<file path="src/sv/nsw_pkg.sv">
package nsw_pkg;

   localparam int DIGITS = 8;

   localparam logic [1:0] FUNC_UDEC = 2'd0;
   localparam logic [1:0] FUNC_SDEC = 2'd1;
   localparam logic [1:0] FUNC_HEX  = 2'd2;
   localparam logic [1:0] FUNC_NONE = 2'd3;

   localparam logic [31:0] DEC_LIMIT   = 32'd99999999;
   localparam logic [31:0] NEG_BOUND   = 32'hFFFF_FFFF - 32'd9999999 + 32'd1;
   localparam logic [31:0] RECIP10     = 32'hCCCC_CCCD;
   localparam logic [7:0]  MINUS_RESET = 8'h40;
   localparam logic [7:0]  POINT_BIT   = 8'h80;
   localparam logic [2:0]  CSR_MINUS   = 3'd0;

   typedef struct packed {
      logic [1:0]  func;
      logic [31:0] value;
      logic [7:0]  dot_mask;
      logic [2:0]  start_position;
   } req_word_type;

   typedef struct packed {
      logic [3:0] ram_address;
      logic [7:0] segment_byte;
      logic       last;
   } rsp_word_type;

   // item as it travels down the digit cells
   typedef struct packed {
      logic        hex;
      logic        err;
      logic        minus;
      logic [3:0]  count;
      logic [7:0]  dots;
      logic [31:0] num;
      logic [63:0] segs;
   } tok_type;

   function automatic logic [7:0] glyph(input logic [3:0] d);
      logic [7:0] g;
      unique case (d)
         4'h0: g = 8'h3F;
         4'h1: g = 8'h06;
         4'h2: g = 8'h5B;
         4'h3: g = 8'h4F;
         4'h4: g = 8'h66;
         4'h5: g = 8'h6D;
         4'h6: g = 8'h7D;
         4'h7: g = 8'h07;
         4'h8: g = 8'h7F;
         4'h9: g = 8'h6F;
         4'hA: g = 8'h77;
         4'hB: g = 8'h7C;
         4'hC: g = 8'h39;
         4'hD: g = 8'h5E;
         4'hE: g = 8'h79;
         4'hF: g = 8'h71;
      endcase
      return g;
   endfunction

   function automatic logic [7:0] err_glyph(input logic [2:0] i);
      logic [7:0] g;
      unique case (i)
         3'd0: g = 8'h79;
         3'd1: g = 8'h50;
         3'd2: g = 8'h50;
         3'd3: g = 8'h5C;
         3'd4: g = 8'h50;
         3'd5: g = 8'h00;
         3'd6: g = 8'h00;
         3'd7: g = 8'h00;
      endcase
      return g;
   endfunction

endpackage

</file>
<file path="src/sv/nsw_writer.sv">
module nsw_writer
   import nsw_pkg::*;
(
   input  logic         clock,
   input  logic         reset,
   input  logic         in_valid,
   input  tok_type      in_tok,
   input  logic [7:0]   minus_pattern,
   output logic         in_ready,
   output logic         rsp_valid,
   input  logic         rsp_stall,
   output rsp_word_type rsp_word
);

   logic        busy_ff;
   logic [2:0]  idx_ff;
   logic [2:0]  last_idx_ff;
   logic [2:0]  last_idx_in;
   logic        err_ff;
   logic        minus_ff;
   logic [63:0] segs_ff;
   logic [2:0]  rev;
   logic        at_last;
   logic        done;
   logic        load;

   assign rev      = 3'(DIGITS - 1) - idx_ff;
   assign at_last  = idx_ff == last_idx_ff;
   assign done     = busy_ff && !rsp_stall && at_last;
   assign in_ready = !busy_ff || done;
   assign load     = in_valid && in_ready;

   always_comb begin
      if (in_tok.err) begin
         last_idx_in = 3'(DIGITS - 1);
      end else begin
         last_idx_in = 3'(in_tok.count - 4'd1) + {2'd0, in_tok.minus};
      end
   end

   always_ff @(posedge clock) begin
      if (reset) begin
         busy_ff <= 1'b0;
         idx_ff  <= '0;
      end else if (load) begin
         busy_ff <= 1'b1;
         idx_ff  <= '0;
      end else if (busy_ff && !rsp_stall) begin
         if (at_last) begin
            busy_ff <= 1'b0;
         end else begin
            idx_ff <= idx_ff + 3'd1;
         end
      end
      if (load) begin
         last_idx_ff <= last_idx_in;
         err_ff      <= in_tok.err;
         minus_ff    <= in_tok.minus;
         segs_ff     <= in_tok.segs;
      end
   end

   always_comb begin
      rsp_word.last = at_last;
      priority if (err_ff) begin
         rsp_word.ram_address  = {idx_ff, 1'b0};
         rsp_word.segment_byte = err_glyph(idx_ff);
      end else if (minus_ff && at_last) begin
         rsp_word.ram_address  = 4'd0;
         rsp_word.segment_byte = minus_pattern;
      end else begin
         rsp_word.ram_address  = {rev, 1'b0};
         rsp_word.segment_byte = segs_ff[{rev, 3'b000} +: 8];
      end
   end

   assign rsp_valid = busy_ff;

endmodule

</file>
<file path="config.mk">
export PLATFORM = sky130hd
export DESIGN_NAME = nsw_writer
export DESIGN_NICKNAME = d
export VERILOG_FILES = /design/src/sv/nsw_pkg.sv /design/src/sv/nsw_writer.sv
export SDC_FILE = /design/constraint.sdc
export NUM_CORES = 1
export LEC_CHECK = 0
export BUFFER_PORTS_ARGS = -buffer_cell sky130_fd_sc_hd__clkbuf_2
export CAP_MARGIN = 20
export CORE_ASPECT_RATIO = 1.1
export CORE_MARGIN = 8
export CORE_UTILIZATION = 35
export CTS_BUF_LIST = sky130_fd_sc_hd__clkbuf_4
export DETAILED_ROUTE_END_ITERATION = 7
export MAX_ROUTING_LAYER = met4
export PLACE_DENSITY = 0.59
export SLEW_MARGIN = 20
export SYNTH_ARGS = -nofsm -noshare
export SYNTH_HDL_FRONTEND = slang
export SYNTH_SLANG_ARGS = --single-unit
export TNS_END_PERCENT = 20
</file>
<file path="constraint.sdc">
create_clock -name clock -period 5.35 [get_ports clock]
set_input_delay 0.2675 -clock clock [delete_from_list [all_inputs] [get_ports clock]]
set_output_delay 0.2675 -clock clock [all_outputs]
set_load 0.01 [all_outputs]
</file>
Word level (Yosys, flattened, before mapping)
Memories as Yosys holds them, arrays and structs flattened. A register that Yosys moved wholly into a read port is not among the register bits. Index checks and enable logic that the tools add are counted.

Div/mod/pow operators: 0. Order comparisons: 0. Equality and inequality tests: 1. Shift operators: 1. Reduce and logical (&&, ||, !) cells: 12. $add $sub $neg: 4. Bitwise gates (word level): 1. Mux-type cells: 7. Multipliers: 0.

Operators by type and width (count): 64-bit by 7-bit indexed part select with 8-bit output (1); 12-bit two-way mux (2); 3-bit two-way mux (2); 1-bit logical AND (4); 2-bit AND reduction (2); 2-bit nonzero test (2); 3-bit by 1-bit adder with 3-bit output (1); 3-bit by 1-bit adder with 3-bit output, second input constant (1); 3-bit == test (1); 1-bit two-way mux (3); 3-bit by 1-bit subtractor with 3-bit output, second input constant (1); 3-bit subtractor, first input constant (1); 1-bit zero test (2); 2-bit OR reduction (1); 1-bit logical OR (1); 1-bit inverter (1).

Memory bits (read-only): 48. Input port bits: 123. Memory bits (writable): 0. Latch bits: 0. Memories: 1. Flip-flop bits (word level): 73. Word-level logic and storage cells: 33.

Memories: (name not given) (depth 8, width 6, rd ports 1, clocked after Yosys merged registers in 1, wr ports 0, RTL line nsw_pkg.sv:66) `unique case (i)`.

Longest topological paths before layout
Gate-level depths: netlist of run 1.

Word-level depth: 7. Depth in mapped cells: 6.

Worst setup path after synthesis of run 1
OpenSTA, ideal clock, no wires.

Kind: register to register. From: reg last_idx_ff[1]. To: reg err_ff (enable). Data arrival time: 2.834 ns. Setup slack: 2.082 ns. Data required time: 4.916 ns. Stages on the path, launching flop included: 4. Setup time: 0.434 ns. Cells stage by stage: edfxtp_1 xor2_1 o41ai_2 and2_1.

Word-level cells in the longest chain between the ends: 4.

Ends and longest elaborated chain: start, declared (RTL line nsw_writer.sv:17) `logic [2:0] last_idx_ff;`; start signal, assigned (RTL line nsw_writer.sv:56) `last_idx_ff <= last_idx_in;`; 3-bit == test (RTL line nsw_writer.sv:28) `assign at_last = idx_ff == last_idx_ff;`; 1-bit logical AND (RTL line nsw_writer.sv:29) `assign done = busy_ff && !rsp_stall && at_last;`; 1-bit logical OR (RTL line nsw_writer.sv:30) `assign in_ready = !busy_ff || done;`; via in_ready (RTL line nsw_writer.sv:9) `output logic in_ready,`; 1-bit logical AND (RTL line nsw_writer.sv:31) `assign load = in_valid && in_ready;`; via load (RTL line nsw_writer.sv:25) `logic load;`; end signal, assigned (RTL line nsw_writer.sv:57) `err_ff <= in_tok.err;`; end, declared (RTL line nsw_writer.sv:19) `logic err_ff;`.

The timed path passes the listed nets, and every way through them passes these cells. A chain may end at the register's enable or synchronous reset.

Worst setup path in the final report of run 1
From: reg idx_ff[2]. To: reg segs_ff[10] (enable).

Word-level cells in the longest chain between the ends: 4.

Ends and longest elaborated chain: start, declared (RTL line nsw_writer.sv:16) `logic [2:0] idx_ff;`; start signal, assigned (RTL line nsw_writer.sv:52) `idx_ff <= idx_ff + 3'd1;`; 3-bit == test (RTL line nsw_writer.sv:28); 1-bit logical AND (RTL line nsw_writer.sv:29); 1-bit logical OR (RTL line nsw_writer.sv:30); 1-bit logical AND (RTL line nsw_writer.sv:31); via load (RTL line nsw_writer.sv:25); end signal, assigned (RTL line nsw_writer.sv:59) `segs_ff <= in_tok.segs;`; end, declared (RTL line nsw_writer.sv:21) `logic [63:0] segs_ff;`.

The timed path passes the listed nets, and every way through them passes these cells.

==> results of run 1 <==
## registers in the layout, summed over array words and instances, names as in the netlist, named ones only
name	count
rsp_valid	1
segs_ff	64
minus_ff	1
err_ff	1
last_idx_ff	3
idx_ff	3
## placed cells by master (no fill, tap or decap), types with 2 or more instances in the layout
| cell type | n |
|---|---|
| a21oi_1 | 3 |
| mux2_2 | 2 |
| xor2_1 | 3 |
| inv_1 | 4 |
| ha_1 | 4 |
| dlygate4sd3_1 | 15 |
| buf_4 | 3 |
| nor2_1 | 4 |
| dfxtp_1 | 8 |
| nand3b_1 | 7 |
| nand2_1 | 5 |
| xnor2_1 | 3 |
| mux2i_1 | 9 |
| o21ai_0 | 5 |
| mux4_2 | 16 |
| edfxtp_1 | 69 |
| bufinv_16 | 3 |
| clkbuf_2 | 94 |
| a211oi_1 | 3 |
| o311a_1 | 4 |
| nand2b_1 | 8 |
| clkbuf_4 | 11 |
## what timing repair did
action	in CTS	in global routing
setup endpoints to repair	0	0
endpoints found under the hold margin	2	13
buffers inserted	0	0
hold buffers	2	13
gates resized for setup	0	0
## critical path, cell delays in order, from the launching register on
cell and delay (ns):
dfxtp_1 0.84, xor2_1 0.27, o41ai_2 0.52, and2_2 0.75, buf_4 0.53
## routing by layer
metal	vias up	wire [µm]	share of wire (%)	track usage, %
li1	932	-	-	-
met1	931	2670	40	12.1
met2	62	3530	53	19.8
met3	10	396	5.9	3.04
met4	0	113	1.7	5.35
met5	-	0	0	-
## power by group through the flow
stage	clock network, µW	registers, µW	logic (µW)
floorplan	0	714	60.3
global placement	0	716	108
detailed placement	0	718	110
CTS	445	704	111
global route	468	707	129
finish	433	703	116
## through the flow
step                std cells  worst slack (ns)
global route              410              1.82
floorplan                 179              2.08
finish                    410              2.06
global placement          379              2.05
CTS                       397              1.98
detailed placement        379              2.01
## cell families (layout without fill, tap and decap cells)
logic type	after synthesis	in the layout	share of synthesized area [%]
simple gates	29	29	5.30
buf+inv	15	132	2.34
compound gates	20	20	4.72
other cells	1	1	0.117
fa+ha+maj	4	4	1.56
flops	77	77	69.6
xor+xnor	6	6	1.64
mux	27	27	14.7
## cells in the mapped netlist (all sizes together)
cell	count	area, µm²
nor2b	1	6.26
and2	2	12.5
mux2	2	22.5
nor2	4	15.0
ha	4	50.1
o31a	1	8.76
o41ai	1	16.3
a211oi	3	22.5
nand3b	7	52.6
o21ai	5	25.0
o311a	4	40.0
edfxtp	69	2070
nor3	1	5.00
or4b	1	10.0
inv	4	15.0
nand2	5	18.8
dfxtp	8	160
nand2b	8	50.1
mux4	16	360
buf	7	45.0
o311ai	1	8.76
conb	1	3.75
clkbuf	4	15.0
mux2i	9	90.1
xor2	3	26.3
a21boi	1	7.51
a21oi	3	15.0
xnor2	3	26.3
a21o	1	7.51
## worst paths after layout
check	end	slack, ns	cells after the start
worst max-delay path	segs_ff[10]	2.06	4
worst min-delay path	segs_ff[57]	0.03	1
worst max register to register	segs_ff[10]	2.06	4
worst min register to register	rsp_valid	0.55	2
## area by class of cell
type / instances / area, µm²
clock buffers: 11 / 82.6
clock inverters: 5 / 98.8
fillers: 782 / 4760
inverters: 4 / 15.0
multi-input cells: 87 / 902
flip-flops and latches: 77 / 2230
well taps: 114 / 143
repair buffers: 112 / 643
==> out/results.ini, run 1 <==
[global_route]
overflow = 0
grt_max_degree = 38
grt_first_pass_wirelength_um = 10400
antenna_found_initial = 0
grt_use_total_pct = 11.5
grt_pass1_vias = 2155

[power_and_ir_drop]
power_density_mw_per_mm2 = 304
ir_worst_vdd_mv = 0.213
p_int_uw = 1000
clock_power_share_pct = 34.6
p_seq_share_pct = 56.2
switching_power_uw = 252
total_leakage_power_uw = 0.00158
switching_share_pct = 20.1
comb_power_share_pct = 9.3
total_power_uw = 1250

[setup_path]
crit_start = idx_ff[2]
timing_worst_setup_path_type = flop to flop
critPathLaunchType = flop
crit_fanout = 37
r2r-start = idx_ff[2]
critPathCaptureType = flop
crit_required_ns = 5.40
arrival_ns = 3.34

[sta]
hold_violations = 0
slew_headroom_pct = 48.4
fmax_ghz = 0.304
drv_slew = 0
setup_tns_ns = 0
fin_worst_skew_ns = 0.0178
worst-slew-pin-transition_ns = 0.774
setup_viol = 0
fin_crit_sh_pct = 61.5
rsz0062_at_grt = no
min_period_ns = 3.29
hold_ws_ns = 0.0329

[clock_network]
cts_num_sinks = 77
clkLatencyLatePin_ns = 0.40
cts-root-buf = clkbuf_4
cts_buffer_depth = 2
numCtsBuffers = 9
cts_tree = yes
h-tree-depth = 3
clkTransAtPathRegs_ns = 0.12

[floorplan]
coreArea_mm2 = 0.00887
die_w_um = 107
rows = 36
start_util_pct = 36.2
ioPinCount = 138
die_area_mm2 = 0.0125
die_h_um = 116

[drt]
drtIter0Drc = 63
firstDrtPassIters = 4
wl_per_cell_um = 16.4
antenna_left = 0
wl_um = 6710
drc = 0
via_per_inst = 4.72
vias = 1935

[min_path]
hold_class = input pin to flop
worstHoldStart = in_tok[57]

[yosys]
synth.ff_latch_count = 77
synthesis.area_mm2 = 0.00321
netlist-cell-type-count = 32
yosysSeqAreaShare_pct = 69.6
synth_cells = 179
syn-num-nets = 306
yosysWarnings = 0
postSynthAreaPerCell_um2 = 17.9

[place]
dp_hpwl_um = 4900
portBuffers = 94
placed_area_mm2 = 0.00378
place_congestion = 0.753

[cells_and_area]
utilization_pct = 46.4
area_growth_pct = 28.3
diodes = 0
drive_gt1_share_pct = 44.6
finalInstanceArea_mm2 = 0.00412
fin_nets = 418

[job]
drv_cap = 0

[run_status]
status = complete, no violations

No activity file was read; power rests on OpenSTA's default activity.
==> run 2, diff against run 1 <==
--- a/config.mk
+++ b/config.mk
@@ -5,6 +5,7 @@
 export SDC_FILE = /design/constraint.sdc
 export NUM_CORES = 1
 export LEC_CHECK = 0
+export ABC_AREA = 1
 export BUFFER_PORTS_ARGS = -buffer_cell sky130_fd_sc_hd__clkbuf_2
 export CAP_MARGIN = 20
 export CORE_ASPECT_RATIO = 1.1
@@ -13,7 +14,7 @@
 export CTS_BUF_LIST = sky130_fd_sc_hd__clkbuf_4
 export DETAILED_ROUTE_END_ITERATION = 7
 export MAX_ROUTING_LAYER = met4
-export PLACE_DENSITY = 0.59
+export PLACE_DENSITY = 0.58
 export SLEW_MARGIN = 20
 export SYNTH_ARGS = -nofsm -noshare
 export SYNTH_HDL_FRONTEND = slang
==> constraint.sdc (replaced) <==
create_clock -name clock -period 3.2 [get_ports clock]
set_input_delay 0.16 -clock clock [delete_from_list [all_inputs] [get_ports clock]]
set_output_delay 0.16 -clock clock [all_outputs]
set_load 0.01 [all_outputs]
==> out/results.ini, run 2 <==
[setup_path]
critPathBufInv = 2  ; was 1
crit_fanout = 16  ; was 37
crit_family = buffers and inverters  ; was flip-flops
crit_chain = inv_1, o21ai_0, o22ai_1, nand2_1, nand3_2, nand3_1, nand2_1, clkbuf_2  ; was xor2_1, o41ai_2, and2_2, buf_4
cp_common_cell = nand2_1
cpMaxStageDelayCell = inv_1  ; was dfxtp_1
critPathLaunchType = flop  ; unchanged
timing_worst_setup_path_type = flop to primary output  ; was flop to flop
critPathCaptureType = primary output  ; was flop
arrival_ns = 2.31  ; was 3.34 ns
crit_required_ns = 3.04  ; was 5.40 ns
slowest_delay_ns = 0.52  ; was 0.84 ns

[min_path]
hold_class = input pin to flop  ; unchanged

[drt]
via_per_inst = 4.68  ; was 4.72
vias = 2697  ; was 1,935
antenna_left = 0  ; unchanged
wl_um = 8950  ; was 6710 µm
drtIter0Drc = 98  ; was 63
wl_per_cell_um = 15.5  ; was 16.4 µm
drc = 0  ; unchanged
firstDrtPassIters = 4  ; unchanged

[yosys]
postSynthAreaPerCell_um2 = 11.6  ; was 17.9 µm²
yosysSeqAreaShare_pct = 66.6  ; was 69.6%
ys_top_cells_by_count = 69 x edfxtp_1, 50 x nand2_1, 30 x nor2_1, 30 x o21ai_0, 20 x nand3_1  ; was 69 x edfxtp_1, 16 x mux4_2, 9 x mux2i_1, 8 x dfxtp_1, 8 x nand2b_1
yosysMostFrequentCell = edfxtp_1  ; unchanged
yosysWarnings = 0  ; unchanged
yosys.area.top_type_share_pct = 61.8  ; was 64.6%
synth.ff_latch_count = 77  ; unchanged
async_flop_share_pct = 0  ; unchanged
synthFlopType = edfxtp_1  ; unchanged
syn-num-nets = 417  ; was 306
synth_cells = 290  ; was 179
synthesis.area_mm2 = 0.00335  ; was 0.00321 mm²
synth_enable_flop_cells = 69  ; unchanged
netlist-cell-type-count = 32  ; unchanged
ys_top_cells_by_area = edfxtp_1 62%, nand2_1 5.6%, dfxtp_1 4.8%  ; was edfxtp_1 65%, mux4_2 11%, dfxtp_1 5.0%
synth_largest_area_cell = edfxtp_1  ; unchanged

[floorplan]
ioPinCount = 138  ; unchanged
die_w_um = 109  ; was 107 µm
start_util_pct = 35.8  ; was 36.2%
die_h_um = 119  ; was 116 µm
coreArea_mm2 = 0.00935  ; was 0.00887 mm²
rows = 37  ; was 36
die_area_mm2 = 0.0130  ; was 0.0125 mm²

[clock_network]
cts-root-buf = clkbuf_4  ; unchanged
clkTransAtPathRegs_ns = 0.11  ; was 0.12 ns
numCtsBuffers = 9  ; unchanged
cts_setup_buffers = 0  ; unchanged
h-tree-depth = 3  ; unchanged
post_cts_resized = 0  ; unchanged
hold_buffers = 68  ; was 2
clkLatencyLatePin_ns = 0.43  ; was 0.40 ns
cts_num_sinks = 77  ; unchanged
cts_tree = yes  ; unchanged
cts_buffer_depth = 2  ; unchanged

[job]
drv_cap = 0  ; unchanged

[global_route]
grt_use_total_pct = 14.7  ; was 11.5%
grt_max_degree = 45  ; was 38
overflow = 0  ; unchanged
antenna_found_initial = 1  ; was 0
grt_first_pass_wirelength_um = 14100  ; was 10,400 µm
grt_pass1_vias = 2794  ; was 2,155

[place]
dp_hpwl_um = 5700  ; was 4900 µm
portBuffers = 94  ; unchanged
place_congestion = 0.753  ; about the same
dp_slack_ns = 0.959  ; was 2.01 ns
placed_area_mm2 = 0.00390  ; was 0.00378 mm²

[power_and_ir_drop]
ir_worst_vdd_mv = 0.259  ; was 0.213 mV
total_leakage_power_uw = 0.00204  ; was 0.00158 µW
power_density_mw_per_mm2 = 463  ; was 304 mW/mm²

[cells_and_area]
final_cell_mix = 94 x clkbuf_2, 69 x edfxtp_1, 68 x dlygate4sd3_1, 50 x nand2_1  ; was 94 x clkbuf_2, 69 x edfxtp_1, 16 x mux4_2, 15 x dlygate4sd3_1, 11 x clkbuf_4
top_regs = segs_ff x64, idx_ff x3, last_idx_ff x3  ; unchanged
layout_commonest_cell = clkbuf_2  ; unchanged
utilization_pct = 50.9  ; was 46.4%
area_growth_pct = 41.9  ; was 28.3%
fill_cells = 842  ; was 782
largest_register_ffs = 64  ; unchanged
fin_nets = 580  ; was 418
finalInstanceArea_mm2 = 0.00476  ; was 0.00412 mm²
regMostFlops = segs_ff  ; unchanged
drive_gt1_share_pct = 29.3  ; was 44.6%

[sta]
drv_slew = 0  ; unchanged
worst-slew-pin-transition_ns = 0.579  ; was 0.774 ns
fin_ws_ns = 0.730  ; was 2.06 ns
min_period_ns = 2.47
fin_worst_skew_ns = 0.0203  ; was 0.0178 ns
fin_crit_sh_pct = 77.2
rsz0062_at_grt = no  ; unchanged
setup_viol = 0  ; unchanged
fmax_ghz = 0.405
hold_violations = 0  ; unchanged
setup_tns_ns = 0  ; unchanged
slew_headroom_pct = 61.4  ; was 48.4%

[run_status]
status = complete, no violations  ; unchanged

## run 2: changes by cell type in the layout (fill, tap and decap cells not counted), moves of 5 or more
cell	delta
dlygate4sd3_1	+53
inv_1	+10
mux2i_1	-9
mux4_2	-16
nand2_1	+45
nand2_2	+5
nand2b_1	-8
nand3_1	+20
nand3_2	+6
nand3b_1	-7
nor2_1	+26
o21ai_0	+25
o22ai_1	+10
or2_0	+5
## run 2: cell families after synthesis
logic type	count (synthesis)	synth area share, %
other cells	1	0.112
compound gates	52	8.51
xor+xnor	3	1.01
fa+ha+maj	4	1.49
buf+inv	33	5.41
simple gates	120	16.8
flops	77	66.6
## run 2: area by class of cell
class	instances	area, µm²	share of cell area, %
clock inverters	6	95.1	2.00
diodes	1	2.50	0.0526
clock buffers	10	75.1	1.58
well taps	117	146	3.08
flip-flops and latches	77	2230	46.9
inverters	17	71.3	1.50
multi-input cells	180	937	19.7
repair buffers	168	1200	25.2
## run 2: final timing paths
| kind | from | endpoint | slack, ns | cells past startpoint |
|---|---|---|---|---|
| min | in_valid | rsp_valid | 0.08 | 3 |
| max | idx_ff[1] | rsp_word[4] | 0.73 | 8 |
| max reg2reg | idx_ff[0] | segs_ff[45] | 0.97 | 9 |
| min reg2reg | rsp_valid | rsp_valid | 0.58 | 2 |
## run 2: worst register-to-register path, cell delays in order (launching register included)
cell and delay [ns]:
dfxtp_1 0.33, buf_4 0.21, inv_6 0.25, nand2_2 0.09
nand2_2 0.08, nand3_4 0.13, nand2_2 0.09, nand3_2 0.14
inv_2 0.10, buf_4 0.46
## run 2: metrics by stage
stage,hold WS (ns),total power (µW),std cells
3_3_place_gp,0.338,1460,491
4_1_cts,0.0455,2220,575
6_report,0.0834,2200,576
5_1_grt,0.103,2290,576
3_5_place_dp,0.339,1470,491
2_1_floorplan,0.229,1360,290
## run 2: metal layers
layer,global-route usage [%],part of all wire [%],vias to the layer above
met3,2.83,4.6,15
met5,-,0,-
met1,15.9,40,1267
li1,-,-,1344
met2,25.3,53,71
met4,6.26,2.2,0
## run 2: power by group
group | switching, µW | leakage, µW | internal (µW)
logic | 157 | 0.00124 | 147
clock network | 359 | 0.0000852 | 333
registers | 23.4 | 0.000720 | 1180
total | 540 | 0.00204 | 1660
